<file path="src/scfd_pkg.sv">
// ----------------------------------------------------------------------------
// scfd_pkg
// Shared types, constants and the crc helper for the sync crc frame deframer.
// ----------------------------------------------------------------------------
package scfd_pkg;

  localparam int STORE_BYTES = 64;
  localparam int AW          = $clog2(STORE_BYTES);
  localparam int MAX_PAYLOAD = 32;
  localparam int HDR_BYTES   = 4;
  localparam int CRC_BYTES   = 2;

  localparam logic [15:0] CRC_INIT = 16'hFFFF;
  localparam logic [15:0] CRC_POLY = 16'h1021;
  localparam logic [7:0]  SYNC_RST = 8'hA5;

  typedef enum logic [3:0] {
    ST_IDLE,
    ST_SYNC_RD,
    ST_SYNC_CK,
    ST_LEN_LO,
    ST_LEN_HI,
    ST_CRC_START,
    ST_CRC_RUN,
    ST_CRC_HI,
    ST_CRC_CMP,
    ST_OUT_RD,
    ST_OUT_LD,
    ST_OUT_WAIT
  } state_t;

  // one byte of crc16-ccitt, msb first
  function automatic logic [15:0] crc_byte(input logic [15:0] crc, input logic [7:0] d);
    logic [15:0] c;
    c = crc ^ {d, 8'h00};
    for (int b = 0; b < 8; b++) begin
      if (c[15]) c = {c[14:0], 1'b0} ^ CRC_POLY;
      else       c = {c[14:0], 1'b0};
    end
    return c;
  endfunction

endpackage

</file>
<file path="src/sync_crc_frame_deframer.sv">
// ----------------------------------------------------------------------------
// sync_crc_frame_deframer
// Byte stream deframer: sync byte, type, le length, payload, le crc16-ccitt.
// ----------------------------------------------------------------------------
//  channel | direction | handshake         | payload
//  in_     | input     | in_valid/in_stall | in_data_byte
//  out_    | output    | out_valid/out_stall | type, length, index, byte, flags
//  cfg_    | input     | cfg_valid/cfg_ready | cfg_sync_byte
//
// Each leading byte dropped by the sync scan costs a store read and a compare;
// the header, the crc pass over type, length and payload, and each payload
// result (held while out_stall is high) are read byte by byte from the store.
// Reset (synchronous, rst_n low) empties the store; its contents stay unknown.
// A result stalled on out_ holds the block; no input is taken until done.
// ----------------------------------------------------------------------------
module sync_crc_frame_deframer
  import scfd_pkg::*;
(
  input  logic       clk,
  input  logic       rst_n,
  input  logic       in_valid,
  output logic       in_stall,
  input  logic [7:0] in_data_byte,
  output logic       out_valid,
  input  logic       out_stall,
  output logic [7:0] out_frame_type,
  output logic [5:0] out_payload_length,
  output logic [4:0] out_byte_index,
  output logic [7:0] out_payload_byte,
  output logic       out_has_byte,
  output logic       out_last,
  input  logic       cfg_valid,
  output logic       cfg_ready,
  input  logic [7:0] cfg_sync_byte
);

  state_t state_r, state_nxt;

  logic [7:0]    mem [STORE_BYTES];
  logic [7:0]    rd_data_r;
  logic [AW-1:0] rd_addr;
  logic [AW-1:0] head_r;
  logic [AW:0]   cnt_r;
  logic [7:0]    sync_r;
  logic [5:0]    plen_r;
  logic [15:0]   plen16;
  logic [5:0]    idx_r;
  logic [4:0]    k_r;
  logic [15:0]   crc_r;
  logic [7:0]    crc_lo_r;
  logic [7:0]    len_lo_r;
  logic [7:0]    type_r;
  logic          in_acc, out_acc, full, out_end;
  logic [AW:0]   total;

  assign in_acc    = in_valid && !in_stall;
  assign out_acc   = out_valid && !out_stall;
  assign cfg_ready = 1'b1;
  assign full      = (cnt_r == (AW+1)'(STORE_BYTES));
  assign plen16    = {rd_data_r, len_lo_r};
  assign total     = (AW+1)'(plen_r) + (AW+1)'(HDR_BYTES + CRC_BYTES);
  assign out_end   = (plen_r == 6'd0) || ((6'(k_r) + 6'd1) == plen_r);

  // configuration register
  always_ff @(posedge clk) begin
    if (!rst_n) sync_r <= SYNC_RST;
    else if (cfg_valid && cfg_ready) sync_r <= cfg_sync_byte;
  end

  // next state
  always_comb begin
    state_nxt = state_r;
    unique case (state_r)
      ST_IDLE:      if (in_acc) state_nxt = ST_SYNC_RD;
      ST_SYNC_RD:   state_nxt = (cnt_r == '0) ? ST_IDLE : ST_SYNC_CK;
      ST_SYNC_CK: begin
        if (rd_data_r != sync_r) state_nxt = ST_SYNC_RD;
        else if (cnt_r < (AW+1)'(HDR_BYTES)) state_nxt = ST_IDLE;
        else state_nxt = ST_LEN_LO;
      end
      ST_LEN_LO:    state_nxt = ST_LEN_HI;
      ST_LEN_HI: begin
        if (plen16 > 16'(MAX_PAYLOAD)) state_nxt = ST_SYNC_RD;
        else if (cnt_r < (AW+1)'(plen16[5:0]) + (AW+1)'(HDR_BYTES + CRC_BYTES))
          state_nxt = ST_IDLE;
        else state_nxt = ST_CRC_START;
      end
      ST_CRC_START: state_nxt = ST_CRC_RUN;
      ST_CRC_RUN:   if (idx_r == plen_r + 6'd3) state_nxt = ST_CRC_HI;
      ST_CRC_HI:    state_nxt = ST_CRC_CMP;
      ST_CRC_CMP:   state_nxt = ({rd_data_r, crc_lo_r} == crc_r) ? ST_OUT_RD : ST_SYNC_RD;
      ST_OUT_RD:    state_nxt = ST_OUT_LD;
      ST_OUT_LD:    state_nxt = ST_OUT_WAIT;
      ST_OUT_WAIT:  if (out_acc) state_nxt = out_end ? ST_IDLE : ST_OUT_RD;
      default:      state_nxt = ST_IDLE;
    endcase
  end

  // outputs: read address and input stall
  always_comb begin
    in_stall = (state_r != ST_IDLE);
    unique case (state_r)
      ST_SYNC_CK:   rd_addr = head_r + AW'(2);
      ST_LEN_LO:    rd_addr = head_r + AW'(3);
      ST_CRC_START: rd_addr = head_r + AW'(1);
      ST_CRC_RUN:   rd_addr = head_r + AW'(idx_r) + AW'(1);
      ST_CRC_HI:    rd_addr = head_r + AW'(plen_r) + AW'(5);
      ST_OUT_RD:    rd_addr = head_r + AW'(k_r) + AW'(HDR_BYTES);
      default:      rd_addr = head_r;
    endcase
  end

  // byte store
  always_ff @(posedge clk) begin
    if (in_acc) mem[head_r + (full ? AW'(0) : cnt_r[AW-1:0])] <= in_data_byte;
    rd_data_r <= mem[rd_addr];
  end

  // control and datapath registers
  always_ff @(posedge clk) begin
    if (!rst_n) begin
      state_r   <= ST_IDLE;
      head_r    <= '0;
      cnt_r     <= '0;
      out_valid <= 1'b0;
    end else begin
      state_r <= state_nxt;
      unique case (state_r)
        ST_IDLE: if (in_acc) cnt_r <= full ? (AW+1)'(1) : cnt_r + 1'b1;
        ST_SYNC_CK: if (rd_data_r != sync_r) begin
          head_r <= head_r + 1'b1;
          cnt_r  <= cnt_r - 1'b1;
        end
        ST_LEN_HI: if (plen16 > 16'(MAX_PAYLOAD)) begin
          head_r <= head_r + 1'b1;
          cnt_r  <= cnt_r - 1'b1;
        end
        ST_CRC_CMP: if ({rd_data_r, crc_lo_r} != crc_r) begin
          head_r <= head_r + 1'b1;
          cnt_r  <= cnt_r - 1'b1;
        end
        ST_OUT_LD: out_valid <= 1'b1;
        ST_OUT_WAIT: if (out_acc) begin
          out_valid <= 1'b0;
          if (out_end) begin
            head_r <= head_r + total[AW-1:0];
            cnt_r  <= cnt_r - total;
          end
        end
        default: ;
      endcase
    end
  end

  // header, crc and result payload registers
  always_ff @(posedge clk) begin
    case (state_r)
      ST_LEN_LO: len_lo_r <= rd_data_r;
      ST_LEN_HI: plen_r <= plen16[5:0];
      ST_CRC_START: begin
        idx_r <= 6'd1;
        crc_r <= CRC_INIT;
        k_r   <= '0;
      end
      ST_CRC_RUN: begin
        crc_r <= crc_byte(crc_r, rd_data_r);
        idx_r <= idx_r + 6'd1;
        if (idx_r == 6'd1) type_r <= rd_data_r;
      end
      ST_CRC_HI: crc_lo_r <= rd_data_r;
      ST_OUT_LD: begin
        out_frame_type     <= type_r;
        out_payload_length <= plen_r;
        out_byte_index     <= k_r;
        out_has_byte       <= (plen_r != 6'd0);
        out_payload_byte   <= (plen_r != 6'd0) ? rd_data_r : 8'd0;
        out_last           <= out_end;
      end
      ST_OUT_WAIT: if (out_acc) k_r <= k_r + 5'd1;
      default: ;
    endcase
  end

`ifndef SYNTH
  a_fill_bound: assert property (@(posedge clk) disable iff (!rst_n)
    cnt_r <= (AW+1)'(STORE_BYTES)) else $error("fill count above store size");
  a_out_state: assert property (@(posedge clk) disable iff (!rst_n)
    out_valid |-> state_r == ST_OUT_WAIT) else $error("result outside output wait");
  a_in_scan: assert property (@(posedge clk) disable iff (!rst_n)
    in_acc |=> state_r == ST_SYNC_RD) else $error("accepted byte not scanned");
`endif

endmodule
</file>
<file path="config.mk">
export PLATFORM = sky130hd
export DESIGN_NAME = sync_crc_frame_deframer
export DESIGN_NICKNAME = d
export VERILOG_FILES = /design/src/scfd_pkg.sv /design/src/sync_crc_frame_deframer.sv
export SDC_FILE = /design/constraint.sdc
export NUM_CORES = 1
export LEC_CHECK = 0
export ABC_AREA = 0
export BUFFER_PORTS_ARGS = -buffer_cell sky130_fd_sc_hd__buf_4
export CAP_MARGIN = 0
export CORE_ASPECT_RATIO = 0.8
export CORE_UTILIZATION = 25
export CTS_CLUSTER_DIAMETER = 200
export CTS_CLUSTER_SIZE = 40
export DETAILED_ROUTE_END_ITERATION = 7
export PLACE_DENSITY = 0.45
export SETUP_SLACK_MARGIN = 0.5
export SYNTH_ARGS = -nofsm -noshare
export SYNTH_HDL_FRONTEND = slang
export SYNTH_SLANG_ARGS = --single-unit
</file>
<file path="constraint.sdc">
create_clock -name clk -period 4.7 [get_ports clk]
set_input_delay 0.94 -clock clk [delete_from_list [all_inputs] [get_ports clk]]
set_output_delay 0.94 -clock clk [all_outputs]
set_load 0.05 [all_outputs]
</file>
=== After elaboration in Yosys (flattened, before gate mapping) ===
Memories as Yosys holds them, arrays and structs flattened. A register that Yosys moved wholly into a read port is not among the register bits.
Index checks and enable logic that the tools add are counted.
W data, S select, Z words.

* Order comparisons: 3
* Add/subtract/negate cells: 20
* Bitwise logic cells: 9
* Reductions and logical operators: 21
* Equality and inequality tests: 25
* Div/mod/pow operators: 0
* $mul: 0
* Shift-type cells: 0
* Mux-type cells: 50

{| class="wikitable"
|+ Operators with widths
! kind !! number
|-
| $mux W16 || 7
|-
| $mux W13 || 8
|-
| $mux W7 || 7
|-
| $pmux W4 S12 || 1
|-
| $mux W6 || 6
|-
| $pmux W6 S6 || 1
|-
| $pmux W7 S5 || 1
|-
| $pmux W16 S2 || 1
|-
| $add A6 B6 Y6 || 4
|-
| $not A3 Y3 || 8
|-
| $pmux W6 S4 || 1
|-
| $mux W4 || 5
|-
| $add A6 B1 Y6 const B || 3
|-
| $add A6 B2 Y6 const B || 3
|-
| $eq A16 B16 Y1 || 1
|-
| $eq A4 B3 Y1 const B || 4
|-
| $eq A4 B4 Y1 const B || 4
|-
| $gt A16 B6 Y1 const B || 1
|-
| $ne A16 B16 Y1 || 1
|-
| $xor A16 B16 Y16 || 1
|-
| $add A6 B3 Y7 const B || 2
|-
| $ne A2 B2 Y1 const B || 7
|-
| $add A6 B3 Y6 const B || 2
|-
| $eq A6 B6 Y1 || 2
|-
| other kinds (34) || 47
|}

* Memories: 1
* Bits in latches: 0
* Memory bits (read-only): 0
* RAM bits: 512
* Bits in registers: 112
* Logic and storage cells: 147
* Bits of input ports: 21
* Output and inout port bits: 32

{| class="wikitable"
|+ Memory list
! memory !! depth !! width !! read ports !! clocked after Yosys merged registers in !! write ports !! RTL line !! text
|-
| mem || 64 || 8 || 1 || 1 || 1 || sync_crc_frame_deframer.sv:39 || <nowiki>logic [7:0] mem [STORE_BYTES];</nowiki>
|}

=== Logic depth before layout (Yosys ltp) ===
* Depth in word-level cells: 25
* Mapped depth: 17
* Mapped depth without buffers: 15

=== Worst setup path after synthesis ===
No wires, ideal clock.

* Kind: reg2reg
* Start: reg head_r[1]
* End: reg rd_data_r[6] (read register of mem)
* Path buffers: 1
* Period minus slack after synthesis: 3.363 ns
* Slack: 1.337 ns
* Arrival: 3.229 ns
* Setup time: 0.134 ns
* Cell stages (with the launch flop): 16
* Required time: 4.566 ns
* Path through: dfxtp_1 ha_1 inv_1 ha_1 inv_1 fa_1 inv_1 a21o_1 a21oi_1 xnor2_1 o221a_2 a41oi_2 o21a_1 buf_6 and4b_1 or4_1

* Cells in the longest elaborated chain, start to end: 3
* Elaborated cells between the ends (all ways): 10
* Those cells by class: add/sub: 9; mux: 1

{| class="wikitable"
|+ RTL lines
! item !! RTL line !! text
|-
| start, declared || sync_crc_frame_deframer.sv:42 || <nowiki>logic [AW-1:0] head_r;</nowiki>
|-
| start signal, assigned || sync_crc_frame_deframer.sv:131 || <nowiki>head_r <= head_r + 1'b1;</nowiki>
|-
| start signal, assigned || sync_crc_frame_deframer.sv:135 || <nowiki>head_r <= head_r + 1'b1;</nowiki>
|-
| start signal, assigned || sync_crc_frame_deframer.sv:139 || <nowiki>head_r <= head_r + 1'b1;</nowiki>
|-
| $add A6 B5 Y6, or another cell as far along || sync_crc_frame_deframer.sv:108 || <nowiki>ST_OUT_RD: rd_addr = head_r + AW'(k_r) + AW'(HDR_BYTES);</nowiki>
|-
| $add A6 B3 Y6, or another cell as far along || sync_crc_frame_deframer.sv:108 ||
|-
| $pmux W6 S6 * || sync_crc_frame_deframer.sv:102 || <nowiki>unique case (state_r)</nowiki>
|-
| end, declared || sync_crc_frame_deframer.sv:40 || <nowiki>logic [7:0] rd_data_r;</nowiki>
|}

Every way passes the cells marked *; elsewhere a longest branch is shown, timed or not.
A chain may end at the register's enable or synchronous reset.

=== Worst setup path after layout ===
* Start: reg plen_r[1]
* End: reg rd_data_r[2] (read register of mem)

* Cells in the longest elaborated chain, start to end: 3

{| class="wikitable"
|+ RTL lines
! item !! RTL line !! text
|-
| start, declared || sync_crc_frame_deframer.sv:45 || <nowiki>logic [5:0] plen_r;</nowiki>
|-
| start signal, assigned || sync_crc_frame_deframer.sv:159 || <nowiki>ST_LEN_HI: plen_r <= plen16[5:0];</nowiki>
|-
| $add A6 B6 Y6 || sync_crc_frame_deframer.sv:107 || <nowiki>ST_CRC_HI: rd_addr = head_r + AW'(plen_r) + AW'(5);</nowiki>
|-
| $add A6 B3 Y6 || sync_crc_frame_deframer.sv:107 ||
|-
| $pmux W6 S6 || sync_crc_frame_deframer.sv:102 ||
|}

No other way between the ends.

==> key figures <==
Timing
  • Fin Clk Skew: 24.7 ps
  • Min cycle time layout: around 4100 ps
  • Final setup vio count: 0
  • Slew @ Worst Pin: between 1000 and 1500 ps
  • Slew Viols, Final: 0
  • Final period utilization: 86.6%
  • Max Freq: 246 MHz
  • Max-slew headroom: 24.1%
  • Final setup TNS: 0 ps
  • Hold Vio Cnt, Final: 0
  • RSZ-0062 raised after global routing: true
  • Min Hold Slack: between 400 and 500 ps

Floorplanning
  • I/O pins: 53
  • Core area: 113000 um^2
  • Initial Util: about 25%
  • Die ar.: 116000 um^2
  • Die Wd: between 300 and 400 um
  • Die H: 304 um
  • FP Rows: 110

Setup path
  • Buf/Inv on CP: 5
  • CP Data Required Time: 5180 ps
  • Crit start category: register
  • Most Frequent Cell on Critical Path: inv_1
  • Cell Chain, Critical Path: inv_1 > ha_1 > inv_1 > ha_1 > inv_1 > fa_1 > o21ai_0 > a221oi_2 > buf_4 > nand2_4 > buf_12 > mux2i_1 > mux2i_1 > mux2i_2 > a2111o_1 > o211ai_1
  • Crit-path max FO: 28
  • Worst path slowest cell: fa_1
  • Crit. End Element: register
  • Arrival @ worst endpoint: 4550 ps
  • WS Path Type: reg -> reg
  • Max incr delay on CP: ~560 ps
  • CP delay by family, top: adder cells

Pwr
  • Sw Ratio: about 22%
  • Overall Power: roughly 9 mW
  • Leak Pwr: 11.5 nW
  • Worst vdd ir: 0.000231 V
  • Sw power: 2.04 mW
  • Int Power: 7.13 mW
  • Gate power share: around 5.2%
  • Flop pwr share: 68.1%
  • Cell Pwr Density: 287 nW/um^2
  • Clk pwr share: 26.7%

Run status
  • Status: complete, no violations

Placed design
  • DP Wirelength: 53.5 mm
  • Final GP Congestion: 0.856
  • Port bufs: 51

Yosys
  • Synth area leader: edfxtp_1
  • Post-synthesis sequential area ratio: 65.2%
  • Top cells by area, synth: edfxtp_1, mux2i_1, nand2_1
  • Cells after Synth: around 2.1k
  • Syn nets: 2170
  • Most used flip-flop cell after synthesis: edfxtp_1
  • Post-synth EDFFs: 598
  • YS warnings: 0
  • Synthesized area: around 29000 um^2
  • Avg Inst Size Synth: 13.7 um^2
  • Synth top area share: 62.9%
  • Seq cells post-synth: roughly 630
  • Async SR Flop Fraction: 0%
  • Synth cell types: 83

Final layout
  • Fill count: 11.5k
  • Area growth, synth to finish: 11.9%
  • Nets: around 2.3k
  • Layout cells sized above 1: 11.6%
  • N_diodes: 0
  • Most common cell after layout, fill and taps aside: edfxtp_1
  • Commonest non-fill, non-tap cells in the layout: edfxtp_1, nand2_1, mux2i_1

CTS
  • Max clock buf depth: 3
  • CTS sink count: roughly 630
  • CTS Buf Count: 19
  • CTS tree: built
  • Root buffer cell: clkbuf_16
  • H-Tree Depth: 1
  • Clock slew at the register clock pins of the worst setup and hold paths: 160 ps
  • Clk_lat worst skew: 610 ps

Global route
  • First-pass GRT wire length: 116 mm
  • Vias in the first global route: between 15k and 20k
  • Initial antenna violation count: 1
  • Tot GR Track Use: approximately an eighth
  • Largest net degree at the start of global routing: 65
  • Total gr overflow: 0

Route
  • Routed via count: approximately 17k
  • DRT iter0 DRCs: 1346
  • TritonRoute pass-1 iters: 5
  • DR DRC count: 0
  • Post-detailed-route wirelength per cell: 21.2 um
  • Antenna Nets Post-Route: 0
  • Wirelength, routed: 78.8 mm
  • Vias per Instance: 4.59

Worst hold path
  • Worst Hold Class: reg -> reg

Run
  • Max_cap viols: 0
## worst reg2reg max path, cell delays in order (launching register included)
cell	delay, ps
edfxtp_1	450
inv_1	110
ha_1	250
inv_1	60
ha_1	180
inv_1	70
fa_1	560
o21ai_0	140
a221oi_2	340
buf_4	180
nand2_4	190
buf_12	280
mux2i_1	260
mux2i_1	110
mux2i_2	280
a2111o_1	370
o211ai_1	130
## kinds of logic (layout without fill, tap and decap cells)
group | after synthesis | count (layout) | synth area share [%]
muxes | 273 | 273 | 9.94
xor gates and xnor gates | 98 | 98 | 3.00
other | 1 | 1 | 0.0131
DFF | 632 | 632 | 65.2
adders and majority gates | 65 | 65 | 3.00
buffers and inverters | 157 | 270 | 2.98
and+or+nand+nor | 642 | 642 | 10.3
AOI/OAI and AO/OA | 216 | 216 | 5.54
## synthesized netlist by cell type (5+ instances only)
library cell	count
buf_6	12
mux2i_1	260
inv_1	45
edfxtp_1	598
a21oi_1	44
nand2b_1	10
nand3_1	105
and3_1	26
mux4_2	8
mux2_2	5
buf_2	39
clkbuf_1	25
o2111ai_1	12
fa_1	6
and2_1	6
a311oi_1	24
a21o_1	18
xor2_1	36
o211ai_1	7
ha_1	59
xnor2_1	62
nand4_1	6
nor3_1	7
a211oi_1	10
nor2b_1	16
a311o_1	7
dfxtp_1	34
or4_1	6
nor4_1	16
buf_4	33
o21ai_0	30
o21a_1	5
nor2_1	125
a31oi_1	5
nand2_1	291
## routing by layer
layer	GRT usage, %	up-vias	share of wire (%)
met4	1.91	2	1.4
li1	-	7917	-
met5	0	-	0.011
met3	2.24	50	5.0
met2	20.4	393	45
met1	19.7	8649	49
## power groups by stage
| stage | combinational, mW | sequential [mW] | clock (mW) |
|---|---|---|---|
| final | 0.479 | 6.24 | 2.45 |
| after detailed placement | 0.483 | 6.37 | 0 |
| after floorplan | 0.274 | 6.33 | 0 |
| after global routing | 0.523 | 6.25 | 2.70 |
| after global placement | 0.479 | 6.37 | 0 |
| after CTS | 0.486 | 6.24 | 2.54 |
## worst paths after layout
kind	end	slack, ps	cells past startpoint	from
worst max-delay path	rd_data_r[2]	630	16	plen_r[1]
worst min register to register	out_frame_type[7]	430	0	type_r[7]
worst max register to register	rd_data_r[2]	630	16	plen_r[1]
worst min-delay path	out_frame_type[7]	430	0	type_r[7]
## per-stage QoR
step / utilization, % / setup WS [ps] / instances / cell area, um^2
2_1_floorplan: - / 1340 / 2084 / 28600
3_3_place_gp: 27.8 / 523 / 3674 / 31400
3_5_place_dp: 27.8 / 489 / 3674 / 31400
4_1_cts: 28.3 / 538 / 3709 / 31900
5_1_grt: 28.3 / 472 / 3709 / 32000
6_report: 28.3 / 631 / 3709 / 32000
## sequential cells by signal (all words and copies together) (netlist names)
signal	flops
len_lo_r	8
cnt_r	7
out_frame_type	8
type_r	8
out_last	1
sync_r	8
out_byte_index	5
plen_r	6
out_payload_length	6
crc_lo_r	8
crc_r	16
out_payload_byte	8
rd_data_r	8
head_r	6
out_valid	1
idx_r	6
state_r	4
k_r	5
out_has_byte	1
mem	512
## timing repair
| item | 4_1_cts | 5_1_grt |
|---|---|---|
| buffers inserted | 1 | 0 |
| endpoints found under the setup margin | 3 | 28 |
| pin swaps | 0 | 1 |
| resized for setup | 0 | 10 |
| hold buffers | 0 | 0 |
## cell type report
class                   count  area [um^2]  share of cell area, %
repair buffers            190         1580                   4.93
inverters                  46          173                  0.540
well taps                1512         1890                   5.92
clock buffers              32          524                   1.64
multi-input cells        1295         9150                   28.6
flip-flops and latches    632        18600                   58.3
clock inverters             2         17.5                 0.0548
Note: power is estimated with default switching activity, not from simulation.
